$ cat config.mk
export PLATFORM = sky130hd
export DESIGN_NAME = ansi_sgr_text_attribute_parser_unit_flat
export DESIGN_NICKNAME = d
export VERILOG_FILES = /design/src/hw/rtl/asgr_pkg.sv /design/src/hw/rtl/asgr_in_if.sv /design/src/hw/rtl/asgr_out_if.sv /design/src/hw/rtl/asgr_front.sv /design/src/hw/rtl/asgr_queue.sv /design/src/hw/rtl/asgr_back.sv /design/src/hw/rtl/ansi_sgr_text_attribute_parser_unit.sv /design/src/flat_wrapper.sv
export VERILOG_INCLUDE_DIRS = /design/src /design/src/hw/rtl
export SDC_FILE = /design/constraint.sdc
export NUM_CORES = 1
export LEC_CHECK = 0
export BUFFER_PORTS_ARGS = -buffer_cell sky130_fd_sc_hd__buf_2
export CAP_MARGIN = 20
export CORE_MARGIN = 1.5
export CORE_UTILIZATION = 54
export DETAILED_ROUTE_END_ITERATION = 10
export GPL_TIMING_DRIVEN = 0
export PLACE_DENSITY_LB_ADDON = 0.2
export SYNTH_ARGS = -nofsm -noshare
export SYNTH_HDL_FRONTEND = slang
export SYNTH_SLANG_ARGS = --single-unit
export TNS_END_PERCENT = 50
$ cat constraint.sdc
create_clock -name clk -period 5.2 [get_ports clk]
set_input_delay 1.04 -clock clk [delete_from_list [all_inputs] [get_ports clk]]
set_output_delay 1.04 -clock clk [all_outputs]
set_load 0.03 [all_outputs]
$ cat src/hw/rtl/ansi_sgr_text_attribute_parser_unit_assert.svh
// Assertion macros used by the back end of the ANSI SGR text attribute parser RTL.
`ifndef ANSI_SGR_TEXT_ATTRIBUTE_PARSER_UNIT_ASSERT_SVH
`define ANSI_SGR_TEXT_ATTRIBUTE_PARSER_UNIT_ASSERT_SVH

`ifndef SYNTH
// Checks that the consequent follows whenever the antecedent holds.
`define ASGR_ASSERT_IMPLY(lbl, clk, rst_n, ante, cons) \
    lbl: assert property (@(posedge clk) disable iff (!rst_n) (ante) |-> (cons)) \
        else $error("asgr assertion failed");
// Checks that the condition never holds outside of reset.
`define ASGR_ASSERT_NEVER(lbl, clk, rst_n, cond) \
    lbl: assert property (@(posedge clk) disable iff (!rst_n) !(cond)) \
        else $error("asgr assertion failed");
// Checks that the consequent holds in the cycle after the antecedent.
`define ASGR_ASSERT_NEXT(lbl, clk, rst_n, ante, cons) \
    lbl: assert property (@(posedge clk) disable iff (!rst_n) (ante) |=> (cons)) \
        else $error("asgr assertion failed");
`else
`define ASGR_ASSERT_IMPLY(lbl, clk, rst_n, ante, cons)
`define ASGR_ASSERT_NEVER(lbl, clk, rst_n, cond)
`define ASGR_ASSERT_NEXT(lbl, clk, rst_n, ante, cons)
`endif

`endif

$ cat src/hw/rtl/asgr_pkg.sv
// Package with types, constants and color tables of the ANSI SGR attribute parser.
package asgr_pkg;

    // Escape buffer and parameter limits.
    localparam int ESCAPE_BUFFER_BYTES = 32;
    localparam int MAX_PARAMETERS      = 16;
    localparam int ESC_LEN_W           = 6;
    localparam int PARAM_CNT_W         = 5;
    localparam logic [ESC_LEN_W-1:0]   ESC_LEN_LAST = ESC_LEN_W'(ESCAPE_BUFFER_BYTES - 1);
    localparam logic [PARAM_CNT_W-1:0] PARAM_LIMIT  = PARAM_CNT_W'(MAX_PARAMETERS);

    // Queue between the classifier and the executor.
    localparam int QUEUE_DEPTH = 4;
    localparam int QUEUE_PTR_W = $clog2(QUEUE_DEPTH);
    localparam int QUEUE_CNT_W = $clog2(QUEUE_DEPTH + 1);

    // Character codes.
    localparam logic [7:0] CH_ESC     = 8'h1B;
    localparam logic [7:0] CH_BRACKET = 8'h5B;
    localparam logic [7:0] CH_NEWLINE = 8'h0A;
    localparam logic [7:0] CH_DIGIT_0 = 8'h30;
    localparam logic [7:0] CH_DIGIT_9 = 8'h39;
    localparam logic [7:0] CH_TERM_M  = 8'h6D;
    localparam logic [7:0] CH_TERM_H  = 8'h48;
    localparam logic [7:0] CH_TERM_J  = 8'h4A;
    localparam logic [7:0] CH_TERM_K  = 8'h4B;

    // Colors and SGR codes.
    localparam logic [31:0] RESET_FOREGROUND = 32'hFFCCCCCC;
    localparam logic [31:0] CLEAR_BACKGROUND = 32'h00000000;
    localparam logic [7:0]  SGR_RESET        = 8'd0;
    localparam logic [7:0]  SGR_BOLD         = 8'd1;
    localparam logic [7:0]  SGR_FG_NORMAL    = 8'd30;
    localparam logic [7:0]  SGR_BG_NORMAL    = 8'd40;
    localparam logic [7:0]  SGR_FG_BRIGHT    = 8'd90;
    localparam logic [7:0]  SGR_BG_BRIGHT    = 8'd100;
    localparam logic [7:0]  SGR_RANGE_SPAN   = 8'd7;
    localparam logic [7:0]  ACC_MAX          = 8'hFF;

    // Output kinds.
    localparam logic OUT_KIND_TEXT  = 1'b0;
    localparam logic OUT_KIND_BREAK = 1'b1;

    // Input kinds.
    localparam logic IN_KIND_BYTE  = 1'b0;
    localparam logic IN_KIND_CLEAR = 1'b1;

    // Item class decided by the front end.
    typedef enum logic [1:0] {
        ITEM_CLEAR,
        ITEM_ESC,
        ITEM_BYTE
    } asgr_item_cls_t;

    // Classified item as held in the queue.
    typedef struct packed {
        asgr_item_cls_t cls;
        logic [7:0]     byte_val;
        logic           is_digit;
        logic           is_term;
        logic           is_bracket;
        logic           is_newline;
    } asgr_entry_t;

    // Text attribute set.
    typedef struct packed {
        logic [31:0] fg;
        logic [31:0] bg;
        logic        bold;
    } asgr_attr_t;

    // Standard eight-color table.
    function automatic logic [31:0] normal_color(input logic [2:0] idx);
        logic [31:0] c;
        case (idx)
            3'd0:    c = 32'hFF000000;
            3'd1:    c = 32'hFFCC0000;
            3'd2:    c = 32'hFF00CC00;
            3'd3:    c = 32'hFFCCCC00;
            3'd4:    c = 32'hFF0000CC;
            3'd5:    c = 32'hFFCC00CC;
            3'd6:    c = 32'hFF00CCCC;
            3'd7:    c = 32'hFFCCCCCC;
            default: c = 32'hFF000000;
        endcase
        return c;
    endfunction

    // Bright eight-color table.
    function automatic logic [31:0] bright_color(input logic [2:0] idx);
        logic [31:0] c;
        case (idx)
            3'd0:    c = 32'hFF666666;
            3'd1:    c = 32'hFFFF6666;
            3'd2:    c = 32'hFF66FF66;
            3'd3:    c = 32'hFFFFFF66;
            3'd4:    c = 32'hFF6666FF;
            3'd5:    c = 32'hFFFF66FF;
            3'd6:    c = 32'hFF66FFFF;
            3'd7:    c = 32'hFFFFFFFF;
            default: c = 32'hFF666666;
        endcase
        return c;
    endfunction

    // Applies one SGR code to an attribute set; unknown codes leave it unchanged.
    function automatic asgr_attr_t apply_code(input asgr_attr_t a, input logic [7:0] code,
                                              input logic [31:0] def_fg);
        asgr_attr_t r;
        logic [7:0] d;
        r = a;
        d = 8'd0;
        if (code == SGR_RESET) begin
            r.fg   = def_fg;
            r.bg   = CLEAR_BACKGROUND;
            r.bold = 1'b0;
        end else if (code == SGR_BOLD) begin
            r.bold = 1'b1;
        end else if (code >= SGR_FG_NORMAL && code <= SGR_FG_NORMAL + SGR_RANGE_SPAN) begin
            d    = code - SGR_FG_NORMAL;
            r.fg = normal_color(d[2:0]);
        end else if (code >= SGR_BG_NORMAL && code <= SGR_BG_NORMAL + SGR_RANGE_SPAN) begin
            d    = code - SGR_BG_NORMAL;
            r.bg = normal_color(d[2:0]);
        end else if (code >= SGR_FG_BRIGHT && code <= SGR_FG_BRIGHT + SGR_RANGE_SPAN) begin
            d    = code - SGR_FG_BRIGHT;
            r.fg = bright_color(d[2:0]);
        end else if (code >= SGR_BG_BRIGHT && code <= SGR_BG_BRIGHT + SGR_RANGE_SPAN) begin
            d    = code - SGR_BG_BRIGHT;
            r.bg = bright_color(d[2:0]);
        end
        return r;
    endfunction

endpackage

$ cat src/hw/rtl/asgr_in_if.sv
// Input channel interface: stream byte or clear command with valid/ready.
interface asgr_in_if;
    logic       valid;
    logic       ready;
    logic       kind;
    logic [7:0] byte_in;

    modport source (output valid, output kind, output byte_in, input ready);
    modport sink (input valid, input kind, input byte_in, output ready);
endinterface

$ cat src/hw/rtl/asgr_out_if.sv
// Output channel interface: attributed text byte or line break with valid/ready.
interface asgr_out_if;
    logic        valid;
    logic        ready;
    logic        out_kind;
    logic [7:0]  out_byte;
    logic [31:0] fg_argb;
    logic [31:0] bg_argb;
    logic        bold;

    modport source (output valid, output out_kind, output out_byte, output fg_argb,
                    output bg_argb, output bold, input ready);
    modport sink (input valid, input out_kind, input out_byte, input fg_argb,
                  input bg_argb, input bold, output ready);
endinterface

$ cat src/hw/rtl/asgr_front.sv
// Front end: accepts input transactions and classifies each byte for the queue.
module asgr_front (
    asgr_in_if.sink                in_ch,
    input  logic                   queue_full,
    output logic                   push_valid,
    output asgr_pkg::asgr_entry_t  push_entry
);

    // Accept whenever the queue has room.
    assign in_ch.ready = !queue_full;
    assign push_valid  = in_ch.valid && !queue_full;

    // Decode the byte into its class and character flags.
    always_comb
    begin
        push_entry.byte_val   = in_ch.byte_in;
        push_entry.is_digit   = (in_ch.byte_in >= asgr_pkg::CH_DIGIT_0) &&
                                (in_ch.byte_in <= asgr_pkg::CH_DIGIT_9);
        push_entry.is_term    = (in_ch.byte_in == asgr_pkg::CH_TERM_M) ||
                                (in_ch.byte_in == asgr_pkg::CH_TERM_H) ||
                                (in_ch.byte_in == asgr_pkg::CH_TERM_J) ||
                                (in_ch.byte_in == asgr_pkg::CH_TERM_K);
        push_entry.is_bracket = (in_ch.byte_in == asgr_pkg::CH_BRACKET);
        push_entry.is_newline = (in_ch.byte_in == asgr_pkg::CH_NEWLINE);
        if (in_ch.kind == asgr_pkg::IN_KIND_CLEAR)
        begin
            push_entry.cls = asgr_pkg::ITEM_CLEAR;
        end
        else if (in_ch.byte_in == asgr_pkg::CH_ESC)
        begin
            push_entry.cls = asgr_pkg::ITEM_ESC;
        end
        else
        begin
            push_entry.cls = asgr_pkg::ITEM_BYTE;
        end
    end

endmodule

$ cat src/hw/rtl/asgr_queue.sv
// Short FIFO that decouples the classifier from the executor.
module asgr_queue (
    input  logic                   clk,
    input  logic                   rst_n,
    input  logic                   push_valid,
    input  asgr_pkg::asgr_entry_t  push_entry,
    output logic                   full,
    input  logic                   pop,
    output logic                   pop_valid,
    output asgr_pkg::asgr_entry_t  pop_entry
);

    asgr_pkg::asgr_entry_t                  slots_reg [asgr_pkg::QUEUE_DEPTH];
    logic [asgr_pkg::QUEUE_PTR_W-1:0]       wr_ptr_reg;
    logic [asgr_pkg::QUEUE_PTR_W-1:0]       wr_ptr_next;
    logic [asgr_pkg::QUEUE_PTR_W-1:0]       rd_ptr_reg;
    logic [asgr_pkg::QUEUE_PTR_W-1:0]       rd_ptr_next;
    logic [asgr_pkg::QUEUE_CNT_W-1:0]       count_reg;
    logic [asgr_pkg::QUEUE_CNT_W-1:0]       count_next;
    logic                                   do_push;
    logic                                   do_pop;

    // Status and head of queue.
    assign full      = (count_reg == asgr_pkg::QUEUE_CNT_W'(asgr_pkg::QUEUE_DEPTH));
    assign pop_valid = (count_reg != '0);
    assign pop_entry = slots_reg[rd_ptr_reg];
    assign do_push   = push_valid && !full;
    assign do_pop    = pop && pop_valid;

    // Pointer and occupancy update.
    always_comb
    begin
        wr_ptr_next = do_push ? wr_ptr_reg + 1'b1 : wr_ptr_reg;
        rd_ptr_next = do_pop ? rd_ptr_reg + 1'b1 : rd_ptr_reg;
        count_next  = count_reg;
        if (do_push && !do_pop)
        begin
            count_next = count_reg + 1'b1;
        end
        else if (do_pop && !do_push)
        begin
            count_next = count_reg - 1'b1;
        end
    end

    always_ff @(posedge clk or negedge rst_n)
    begin
        if (!rst_n)
        begin
            wr_ptr_reg <= '0;
            rd_ptr_reg <= '0;
            count_reg  <= '0;
        end
        else
        begin
            wr_ptr_reg <= wr_ptr_next;
            rd_ptr_reg <= rd_ptr_next;
            count_reg  <= count_next;
        end
    end

    // Entry storage.
    always_ff @(posedge clk)
    begin
        if (do_push)
        begin
            slots_reg[wr_ptr_reg] <= push_entry;
        end
    end

endmodule

$ cat src/hw/rtl/asgr_back.sv
// Back end: escape sequence state, SGR attribute staging and the output register.
`include "ansi_sgr_text_attribute_parser_unit_assert.svh"

module asgr_back (
    input  logic                   clk,
    input  logic                   rst_n,
    input  logic                   cfg_write_en,
    input  logic [31:0]            cfg_write_data,
    input  logic                   pop_valid,
    input  asgr_pkg::asgr_entry_t  pop_entry,
    output logic                   pop,
    asgr_out_if.source             out_ch
);

    // Configuration and escape state.
    logic [31:0]                          def_fg_reg;
    logic                                 escape_active_reg;
    logic                                 escape_active_next;
    logic [asgr_pkg::ESC_LEN_W-1:0]       esc_len_reg;
    logic [asgr_pkg::ESC_LEN_W-1:0]       esc_len_next;
    logic                                 bracket_reg;
    logic                                 bracket_next;
    logic [7:0]                           acc_reg;
    logic [7:0]                           acc_next;
    logic                                 num_busy_reg;
    logic                                 num_busy_next;
    logic [asgr_pkg::PARAM_CNT_W-1:0]     taken_reg;
    logic [asgr_pkg::PARAM_CNT_W-1:0]     taken_next;
    asgr_pkg::asgr_attr_t                 stg_attr_reg;
    asgr_pkg::asgr_attr_t                 stg_attr_next;
    asgr_pkg::asgr_attr_t                 cur_attr_reg;
    asgr_pkg::asgr_attr_t                 cur_attr_next;

    // Output register.
    logic                                 out_valid_reg;
    logic                                 out_valid_next;
    logic                                 out_kind_reg;
    logic [7:0]                           out_byte_reg;
    asgr_pkg::asgr_attr_t                 out_attr_reg;

    logic                                 out_free;
    logic                                 emit;
    logic                                 do_step;
    logic                                 go_idle;
    logic                                 bracket_eff;
    logic [11:0]                          acc_sum;

    // A text byte needs a free output slot; everything else proceeds at once.
    assign out_free = !out_valid_reg || out_ch.ready;
    assign emit     = pop_valid && (pop_entry.cls == asgr_pkg::ITEM_BYTE) && !escape_active_reg;
    assign do_step  = pop_valid && (!emit || out_free);
    assign pop      = do_step;

    // Escape sequence and attribute update for the item at the head of the queue.
    always_comb
    begin
        escape_active_next = escape_active_reg;
        esc_len_next       = esc_len_reg;
        bracket_next       = bracket_reg;
        acc_next           = acc_reg;
        num_busy_next      = num_busy_reg;
        taken_next         = taken_reg;
        stg_attr_next      = stg_attr_reg;
        cur_attr_next      = cur_attr_reg;
        go_idle            = 1'b0;
        bracket_eff        = bracket_reg;
        acc_sum            = {4'd0, acc_reg} * 12'd10 + {8'd0, pop_entry.byte_val[3:0]};
        if (do_step)
        begin
            case (pop_entry.cls)
                asgr_pkg::ITEM_CLEAR:
                begin
                    cur_attr_next.fg   = def_fg_reg;
                    cur_attr_next.bg   = asgr_pkg::CLEAR_BACKGROUND;
                    cur_attr_next.bold = 1'b0;
                    stg_attr_next      = cur_attr_next;
                    go_idle            = 1'b1;
                end
                asgr_pkg::ITEM_ESC:
                begin
                    go_idle       = 1'b1;
                    stg_attr_next = cur_attr_reg;
                end
                asgr_pkg::ITEM_BYTE:
                begin
                    if (escape_active_reg)
                    begin
                        if (esc_len_reg >= asgr_pkg::ESC_LEN_LAST)
                        begin
                            // Buffer full: the whole sequence is dropped.
                            go_idle = 1'b1;
                        end
                        else
                        begin
                            esc_len_next = esc_len_reg + 1'b1;
                            if (esc_len_reg == '0)
                            begin
                                bracket_eff  = pop_entry.is_bracket;
                                bracket_next = pop_entry.is_bracket;
                            end
                            else if (bracket_reg)
                            begin
                                if (pop_entry.is_digit)
                                begin
                                    // Digits accumulate with saturation at 255.
                                    if (!num_busy_reg)
                                    begin
                                        acc_next = {4'd0, pop_entry.byte_val[3:0]};
                                    end
                                    else if (acc_sum > {4'd0, asgr_pkg::ACC_MAX})
                                    begin
                                        acc_next = asgr_pkg::ACC_MAX;
                                    end
                                    else
                                    begin
                                        acc_next = acc_sum[7:0];
                                    end
                                    num_busy_next = 1'b1;
                                end
                                else if (num_busy_reg)
                                begin
                                    // Any non-digit closes the number in progress.
                                    if (taken_reg < asgr_pkg::PARAM_LIMIT)
                                    begin
                                        stg_attr_next = asgr_pkg::apply_code(stg_attr_reg,
                                                                             acc_reg, def_fg_reg);
                                        taken_next    = taken_reg + 1'b1;
                                    end
                                    num_busy_next = 1'b0;
                                    acc_next      = 8'd0;
                                end
                            end
                            if (pop_entry.is_term)
                            begin
                                if (bracket_eff)
                                begin
                                    cur_attr_next = stg_attr_next;
                                end
                                go_idle = 1'b1;
                            end
                        end
                    end
                end
                default:
                begin
                    go_idle = 1'b0;
                end
            endcase
            if (go_idle)
            begin
                escape_active_next = (pop_entry.cls == asgr_pkg::ITEM_ESC);
                esc_len_next       = '0;
                bracket_next       = 1'b0;
                acc_next           = 8'd0;
                num_busy_next      = 1'b0;
                taken_next         = '0;
            end
        end
    end

    // Output valid: held until taken, loaded by a text byte.
    always_comb
    begin
        out_valid_next = out_valid_reg && !out_ch.ready;
        if (do_step && emit)
        begin
            out_valid_next = 1'b1;
        end
    end

    // Control and attribute state.
    always_ff @(posedge clk or negedge rst_n)
    begin
        if (!rst_n)
        begin
            def_fg_reg        <= asgr_pkg::RESET_FOREGROUND;
            escape_active_reg <= 1'b0;
            esc_len_reg       <= '0;
            bracket_reg       <= 1'b0;
            acc_reg           <= 8'd0;
            num_busy_reg      <= 1'b0;
            taken_reg         <= '0;
            stg_attr_reg      <= '{fg: asgr_pkg::RESET_FOREGROUND,
                                   bg: asgr_pkg::CLEAR_BACKGROUND, bold: 1'b0};
            cur_attr_reg      <= '{fg: asgr_pkg::RESET_FOREGROUND,
                                   bg: asgr_pkg::CLEAR_BACKGROUND, bold: 1'b0};
            out_valid_reg     <= 1'b0;
        end
        else
        begin
            if (cfg_write_en)
            begin
                def_fg_reg <= cfg_write_data;
            end
            escape_active_reg <= escape_active_next;
            esc_len_reg       <= esc_len_next;
            bracket_reg       <= bracket_next;
            acc_reg           <= acc_next;
            num_busy_reg      <= num_busy_next;
            taken_reg         <= taken_next;
            stg_attr_reg      <= stg_attr_next;
            cur_attr_reg      <= cur_attr_next;
            out_valid_reg     <= out_valid_next;
        end
    end

    // Output payload, loaded with the attributes in effect for the byte.
    always_ff @(posedge clk)
    begin
        if (do_step && emit)
        begin
            out_kind_reg <= pop_entry.is_newline ? asgr_pkg::OUT_KIND_BREAK
                                                 : asgr_pkg::OUT_KIND_TEXT;
            out_byte_reg <= pop_entry.byte_val;
            out_attr_reg <= cur_attr_reg;
        end
    end

    assign out_ch.valid    = out_valid_reg;
    assign out_ch.out_kind = out_kind_reg;
    assign out_ch.out_byte = out_byte_reg;
    assign out_ch.fg_argb  = out_attr_reg.fg;
    assign out_ch.bg_argb  = out_attr_reg.bg;
    assign out_ch.bold     = out_attr_reg.bold;

    // The escape length never passes the last buffer position.
    `ASGR_ASSERT_NEVER(a_len_bound, clk, rst_n, esc_len_reg > asgr_pkg::ESC_LEN_LAST)
    // No more parameters are applied than the limit allows.
    `ASGR_ASSERT_NEVER(a_taken_bound, clk, rst_n, taken_reg > asgr_pkg::PARAM_LIMIT)
    // Outside an escape the sequence state is fully idle.
    `ASGR_ASSERT_IMPLY(a_idle_clean, clk, rst_n, !escape_active_reg,
                       esc_len_reg == '0 && !bracket_reg && !num_busy_reg && taken_reg == '0)
    // An emitted text byte is presented on the output in the next cycle.
    `ASGR_ASSERT_NEXT(a_emit_shows, clk, rst_n, do_step && emit, out_valid_reg)

endmodule

$ cat src/hw/rtl/ansi_sgr_text_attribute_parser_unit.sv
// Top level of the ANSI SGR text attribute parser: classifier, queue and executor.
// A text byte passes through a queue slot and then the output register before it is presented.
// One input transaction is taken per cycle while the queue has room; a held output slot stalls the executor.
// A four-entry queue parts the input from the executor; the output is a register slot.
// Reset (rst_n low, asynchronous) idles the escape state and restores default attributes.
module ansi_sgr_text_attribute_parser_unit (
    input  logic        clk,
    input  logic        rst_n,
    input  logic        cfg_write_en,
    input  logic [31:0] cfg_write_data,
    asgr_in_if.sink     in_ch,
    asgr_out_if.source  out_ch
);

    logic                  push_valid;
    asgr_pkg::asgr_entry_t push_entry;
    logic                  queue_full;
    logic                  pop;
    logic                  pop_valid;
    asgr_pkg::asgr_entry_t pop_entry;

    // Input classification.
    asgr_front u_front (
        .in_ch      (in_ch),
        .queue_full (queue_full),
        .push_valid (push_valid),
        .push_entry (push_entry)
    );

    // Decoupling queue.
    asgr_queue u_queue (
        .clk        (clk),
        .rst_n      (rst_n),
        .push_valid (push_valid),
        .push_entry (push_entry),
        .full       (queue_full),
        .pop        (pop),
        .pop_valid  (pop_valid),
        .pop_entry  (pop_entry)
    );

    // Escape handling, attributes and output.
    asgr_back u_back (
        .clk            (clk),
        .rst_n          (rst_n),
        .cfg_write_en   (cfg_write_en),
        .cfg_write_data (cfg_write_data),
        .pop_valid      (pop_valid),
        .pop_entry      (pop_entry),
        .pop            (pop),
        .out_ch         (out_ch)
    );

endmodule
$ cat src/flat_wrapper.sv
// flat-port wrapper written by rule: the top's interface ports become plain ports
module ansi_sgr_text_attribute_parser_unit_flat 
  (clk, rst_n, cfg_write_en, cfg_write_data, in_ch_valid, in_ch_kind, in_ch_byte_in, in_ch_ready, out_ch_valid, out_ch_out_kind, out_ch_out_byte, out_ch_fg_argb, out_ch_bg_argb, out_ch_bold, out_ch_ready);
  asgr_in_if in_ch_i ();
  asgr_out_if out_ch_i ();
  input  logic clk;
  input  logic rst_n;
  input  logic cfg_write_en;
  input  logic [31:0] cfg_write_data;
  input wire logic [$bits(in_ch_i.valid)-1:0] in_ch_valid;
  input wire logic [$bits(in_ch_i.kind)-1:0] in_ch_kind;
  input wire logic [$bits(in_ch_i.byte_in)-1:0] in_ch_byte_in;
  output wire logic [$bits(in_ch_i.ready)-1:0] in_ch_ready;
  output wire logic [$bits(out_ch_i.valid)-1:0] out_ch_valid;
  output wire logic [$bits(out_ch_i.out_kind)-1:0] out_ch_out_kind;
  output wire logic [$bits(out_ch_i.out_byte)-1:0] out_ch_out_byte;
  output wire logic [$bits(out_ch_i.fg_argb)-1:0] out_ch_fg_argb;
  output wire logic [$bits(out_ch_i.bg_argb)-1:0] out_ch_bg_argb;
  output wire logic [$bits(out_ch_i.bold)-1:0] out_ch_bold;
  input wire logic [$bits(out_ch_i.ready)-1:0] out_ch_ready;
  assign in_ch_i.valid = in_ch_valid;
  assign in_ch_i.kind = in_ch_kind;
  assign in_ch_i.byte_in = in_ch_byte_in;
  assign in_ch_ready = in_ch_i.ready;
  assign out_ch_valid = out_ch_i.valid;
  assign out_ch_out_kind = out_ch_i.out_kind;
  assign out_ch_out_byte = out_ch_i.out_byte;
  assign out_ch_fg_argb = out_ch_i.fg_argb;
  assign out_ch_bg_argb = out_ch_i.bg_argb;
  assign out_ch_bold = out_ch_i.bold;
  assign out_ch_i.ready = out_ch_ready;
  ansi_sgr_text_attribute_parser_unit u_core (.clk(clk), .rst_n(rst_n), .cfg_write_en(cfg_write_en), .cfg_write_data(cfg_write_data), .in_ch(in_ch_i), .out_ch(out_ch_i));
endmodule
==> results of run 1 <==
[kinds of logic after synthesis]
family,count (synthesis),synth area share [%]
XOR/XNOR,18,1.04
adder cells (fa/ha/maj),32,2.80
AO/OA/AOI/OAI,441,19.5
multiplexers,51,4.83
AND/OR/NAND/NOR,360,10.8
buffers and inverters,112,3.00
flip-flops,322,58.1
[layout by cell type (no fill, tap or decap), types with 14 or more instances in the layout]
| cell | instances |
|---|---|
| o22ai_1 | 22 |
| o21ai_1 | 31 |
| nor3_1 | 21 |
| nand3_1 | 19 |
| mux4_2 | 14 |
| inv_1 | 23 |
| o21ai_0 | 77 |
| mux2_2 | 36 |
| dfstp_2 | 60 |
| nand2_1 | 158 |
| a21o_1 | 14 |
| clkbuf_1 | 77 |
| dfrtp_1 | 132 |
| a211oi_1 | 15 |
| and3_1 | 16 |
| buf_2 | 132 |
| nor2_1 | 88 |
| o31ai_1 | 19 |
| edfxtp_1 | 130 |
| clkbuf_16 | 37 |
| ha_1 | 29 |
| a31oi_1 | 26 |
| a21oi_1 | 96 |
[routing by layer]
metal / vias to the layer above / global-route usage [%] / share of wire [%]
met5: - / 0 / 0
met2: 553 / 45.2 / 47
met4: 0 / 9.89 / 3.5
met1: 5890 / 39.1 / 42
met3: 109 / 4.93 / 8.0
li1: 5356 / - / -
[critical path, stage by stage (launching register included)]
cell and delay (ps):
dfrtp_1 340, buf_6 150, buf_1 640, mux4_2 650, ha_1 230, fa_1 420, a21oi_1 260, a2bb2oi_1 210
o211ai_1 100, a21oi_1 520, nand3_1 170, a32o_1 290
[report_power, final]
group | switching, W | internal, W | leakage [nW]
registers | 0.000396 | 0.00357 | 3.57
logic | 0.00401 | 0.00177 | 2.84
clock network | 0.000968 | 0.00147 | 0.544
[path summary, 6_finish.rpt]
| kind | start | to | slack (ps) | cells past startpoint |
|---|---|---|---|---|
| max in group asynchronous | rst_n | u_core.u_back.def_fg_reg[11] | 3700 | 2 |
| setup reg to reg | u_core.u_queue.rd_ptr_reg[0] | u_core.u_back.acc_reg[3] | 1110 | 11 |
| setup / recovery | u_core.u_queue.rd_ptr_reg[0] | u_core.u_back.acc_reg[3] | 1110 | 11 |
| min in group asynchronous | rst_n | u_core.u_back.def_fg_reg[13] | 590 | 1 |
| hold / removal | u_core.u_back.cur_attr_reg[16] | u_core.u_back.out_ch.bg_argb[15] | 470 | 0 |
| hold reg to reg | u_core.u_back.cur_attr_reg[16] | u_core.u_back.out_ch.bg_argb[15] | 470 | 0 |
[stage by stage]
stage | util (%) | setup WS [ps] | setup TNS [ps]
after floorplan | - | 15.4 | 0
after global placement | 58.5 | -1800 | -146920
after detailed placement | 58.8 | 1110 | 0
after CTS | 62.9 | 1080 | 0
after global routing | 62.9 | 795 | 0
final | 62.9 | 1110 | 0
[layout make-up]
type	instances	area [um2]
Buffer	88	364
Clock buffer	51	988
Clock inverter	12	129
Fill cell	2237	10300
Inverter	24	90.1
Multi-Input combinational cell	902	5900
Sequential cell	322	8780
Tap cell	378	473
Timing Repair Buffer	125	691
==> flow_summary.json, run 1 <==
{
  "outcome": "complete, no violations",
  "drc": 0,
  "synth.most_common_cell": "nand2_1",
  "grt_max_degree": 117,
  "clock_latency_ps": 510,
  "synth.area.top_cells": "edfxtp_1 26%, dfrtp_1 22%, dfstp_2 10%, nand2_1 3.9%, a21oi_1 3.2%",
  "netlist_instances": 1336,
  "port_buffers": 120,
  "cts_num_sinks": 322,
  "row_count": 61,
  "gp_congestion": 0.948,
  "final_area_um2": 17400,
  "power.density_nw_per_um2": 699,
  "setup_viol": 0,
  "critPathKind": "flip-flop to flip-flop",
  "h-tree-depth": 2,
  "final_cells": 1902,
  "fin_skew_ps": 12.7,
  "globalRouteTotalUtil_pct": 28.3,
  "num_vias": 11908,
  "synth_common_cells": "158 x nand2_1, 132 x dfrtp_1, 130 x edfxtp_1",
  "cts_made_buffers": 35,
  "vdd_drop_max_mv": 0.448,
  "wirelength_um": 40200,
  "ctsHoldBuffers": 0,
  "slew_headroom_pct": 40.1,
  "clk_path_buf_depth": 3,
  "synth_top_cell_by_area": "edfxtp_1",
  "synth_edf_count": 130,
  "crit_arrival_ps": 4490,
  "placed_area_um2": 16300,
  "cp-end-kind": "flip-flop",
  "syn_area_per_cell_um2": 11.3,
  "yosysTopAreaCellShare_pct": 25.8,
  "fin_hold_ws_ps": 468,
  "post_cts_resized": 0,
  "wl_per_cell_um": 21.2,
  "synth_seq_cells": 322,
  "n_antenna_cell": 0,
  "hold_viol": 0,
  "initial_core_util_pct": 54.6,
  "die_h_um": 170,
  "grt_pass1_vias": 11500,
  "tightest_slew_ps": 898,
  "dieArea_um2": 29000,
  "firstDrtPassIters": 6,
  "avgViaCountPerCell": 6.26,
  "place_inst": 1839,
  "drt_iter0_markers": 1100,
  "power_w": 0.0122,
  "fin_crit_ps": 4090,
  "ys_seq_area_share_pct": 58.1,
  "maxCapViolations": 0,
  "ios": 122,
  "hold_class": "flip-flop to flip-flop",
  "mappedNetlistNets": 1414,
  "ant_nets": 0,
  "cts_root_buf": "clkbuf_16",
  "synth_flop_cell": "dfrtp_1",
  "cts.reportedPaths.clkPinSlew_ps": 60,
  "start_kind": "flip-flop",
  "synth.distinct_cells": 79,
  "nets": 1576,
  "worstPathMaxFanout": 10,
  "grt_pass1_wl_um": 63300,
  "async_flop_share_pct": 59.6,
  "rsz0062_at_grt": "no",
  "cts_tree": "done",
  "finalMaxSlewViolations": 0,
  "hpwl_um": 28100,
  "coreArea_um2": 27700,
  "p_leak_nw": 6.95,
  "finalCritPeriodShare_pct": 78.7,
  "antenna_found_initial": 0,
  "post-cts-setup-buffers": 0,
  "area.growth.synth_to_final_pct": 15.1,
  "ys_warn_count": 0,
  "fmax_mhz": 244,
  "drive_gt1_share_pct": 20.8,
  "cp_data_required_time_ps": 5600,
  "grt_overflow": 0,
  "syn-cell-area_um2": 15100,
  "die_w_um": 170
}
Note: power is estimated with default switching activity, not from simulation.
==> run 2: changes to the inputs <==
Settings changed: CORE_UTILIZATION 54 to 60.
Clock period 5.2 ns to 4.1 ns, I/O delays scaled along.
==> run 2 against run 1 <==
Net effect: routed wire length is 0.11% higher; total power is 27% higher; design area is 0.40% lower; count of clock-buffer cells in the layout is 4 lower.
==> flow_summary.json, run 2 (same netlist as run 1, synthesis figures left out) <==
{
  "avgViaCountPerCell": 6.49,
  "cts_made_buffers": 35,
  "power.density_nw_per_um2": 888,
  "wirelength_um": 40300,
  "multi_input_area_um2": 5900,
  "area.growth.synth_to_final_pct": 14.7,
  "cp_top_family": "buffers and inverters",
  "num_vias": 11978,
  "r2r-start": "u_core.u_queue.rd_ptr_reg[0]",
  "cp_data_required_time_ps": 4500,
  "cts_root_buf": "clkbuf_16",
  "cts_num_sinks": 322,
  "seqCellArea_um2": 8780,
  "gp_congestion": 0.987,
  "drt_iter0_markers": 1372,
  "rsz0062_at_grt": "no",
  "antenna_found_initial": 0,
  "slowest_delay_ps": 700,
  "firstDrtPassIters": 6,
  "p_switching_w": 0.00686,
  "nets": 1575,
  "die_h_um": 162,
  "r2r_cells": 9,
  "final_cells": 1847,
  "finalMaxSlewViolations": 0,
  "clkPwrFrac_pct": 19.6,
  "critPathKind": "flip-flop to flip-flop",
  "hold_class": "input port to asynchronous set/reset pin",
  "hpwl_um": 27800,
  "drive_gt1_share_pct": 21.3,
  "n_antenna_cell": 0,
  "start_kind": "flip-flop",
  "fillers": 1779,
  "ios": 122,
  "crit_arrival_ps": 4330,
  "wl_per_cell_um": 21.8,
  "clk_path_buf_depth": 3,
  "drc": 0,
  "maxCapViolations": 0,
  "finalCritPeriodShare_pct": 95.9,
  "crit_top_cell": "clkbuf_1",
  "critPathBufInv": 5,
  "vdd_drop_max_mv": 0.612,
  "cp_cell_sequence": "buf_6 -> mux4_2 -> inv_1 -> ha_1 -> clkbuf_1 -> clkbuf_1 -> buf_1 -> nand2_1 -> o31ai_1",
  "grt_overflow": 0,
  "grt_max_degree": 107,
  "fmax_mhz": 254,
  "initial_core_util_pct": 61.7,
  "fin_crit_ps": 3930,
  "port_buffers": 120,
  "worstPathMaxFanout": 16,
  "layout_commonest_cell": "nand2_1",
  "dieArea_um2": 26200,
  "pwr-share-comb_pct": 47.7,
  "p_int_w": 0.00854,
  "grt_pass1_vias": 11815,
  "row_count": 57,
  "cts.reportedPaths.clkPinSlew_ps": 60,
  "setup_viol": 0,
  "post-cts-setup-buffers": 0,
  "ant_nets": 0,
  "cts_tree": "done",
  "sequentialPowerShare_pct": 32.7,
  "h-tree-depth": 2,
  "cp-end-kind": "flip-flop",
  "die_w_um": 162,
  "slew_headroom_pct": 38.0,
  "fin_skew_ps": 12.7,
  "rrSetupSlack_ps": 170,
  "globalRouteTotalUtil_pct": 31.4,
  "final_cell_mix": "158 x nand2_1, 132 x dfrtp_1, 131 x buf_2",
  "p_leak_nw": 6.94,
  "coreArea_um2": 24500,
  "cp_slowest_cell": "buf_1",
  "clock_latency_ps": 510,
  "fin_hold_ws_ps": 375,
  "power_switching_share_pct": 44.5,
  "finalSetupTns_ps": 0,
  "grt_pass1_wl_um": 64000,
  "fin_util_pct": 70.7,
  "outcome": "complete, no violations",
  "regToRegEndpoint": "u_core.u_back.cur_attr_reg[13]",
  "tightest_slew_ps": 929,
  "hold_viol": 0,
  "place_inst": 1784
}
[run 2: cell type report]
class | instances | area share (%)
clock inverters | 16 | 0.663
clock buffers | 47 | 5.73
well taps | 324 | 2.34
plain buffers | 87 | 2.08
flip-flops and latches | 322 | 50.6
inverters | 24 | 0.519
repair buffers | 125 | 4.04
multi-input cells | 902 | 34.0
[run 2: timing repair]
item / in CTS / in global routing
setup endpoints to repair: 1 / 0
resized for setup: 0 / 0
hold buffers: 0 / 0
[run 2: power by group through the flow]
stage / combinational, W / clock [W] / sequential, W
after floorplan: 0.00446 / 0 / 0.00540
after global placement: 0.00689 / 0 / 0.00506
after detailed placement: 0.00714 / 0 / 0.00506
after CTS: 0.00718 / 0.00305 / 0.00501
after global routing: 0.00790 / 0.00316 / 0.00511
final: 0.00735 / 0.00302 / 0.00503
[run 2: worst max-delay path by stage]
stage                                  from                              end  depth (start not counted)
2_1_floorplan  u_core.u_queue.rd_ptr_reg[0]  u_core.u_back.out_ch.bg_argb[0]                          8
3_3_place_gp   u_core.u_queue.rd_ptr_reg[0]  u_core.u_back.out_ch.bg_argb[5]                          8
3_5_place_dp   u_core.u_queue.rd_ptr_reg[0]         u_core.u_back.acc_reg[1]                         11
4_1_cts        u_core.u_queue.rd_ptr_reg[1]         u_core.u_back.acc_reg[2]                         10
5_1_grt        u_core.u_queue.rd_ptr_reg[0]         u_core.u_back.acc_reg[0]                         12
6_report       u_core.u_queue.rd_ptr_reg[0]   u_core.u_back.cur_attr_reg[13]                          9
[run 2: stage by stage]
stage	setup slack, ps	cell area, um2	total power (W)
6_report	170	17300	0.0154
5_1_grt	33.7	17300	0.0162
4_1_cts	275	17300	0.0152
3_5_place_dp	16.6	16200	0.0122
3_3_place_gp	-1080	16100	0.0120
2_1_floorplan	154	15100	0.00985
[run 2: metal layers]
metal  vias to the layer above  track usage, %  part of all wire (%)
met1                      5899            42.2                    40
met2                       642            51.1                    48
li1                       5332               -                     -
met4                         0            12.5                   3.1
met5                         -               0                     0
met3                       105            5.85                   8.8
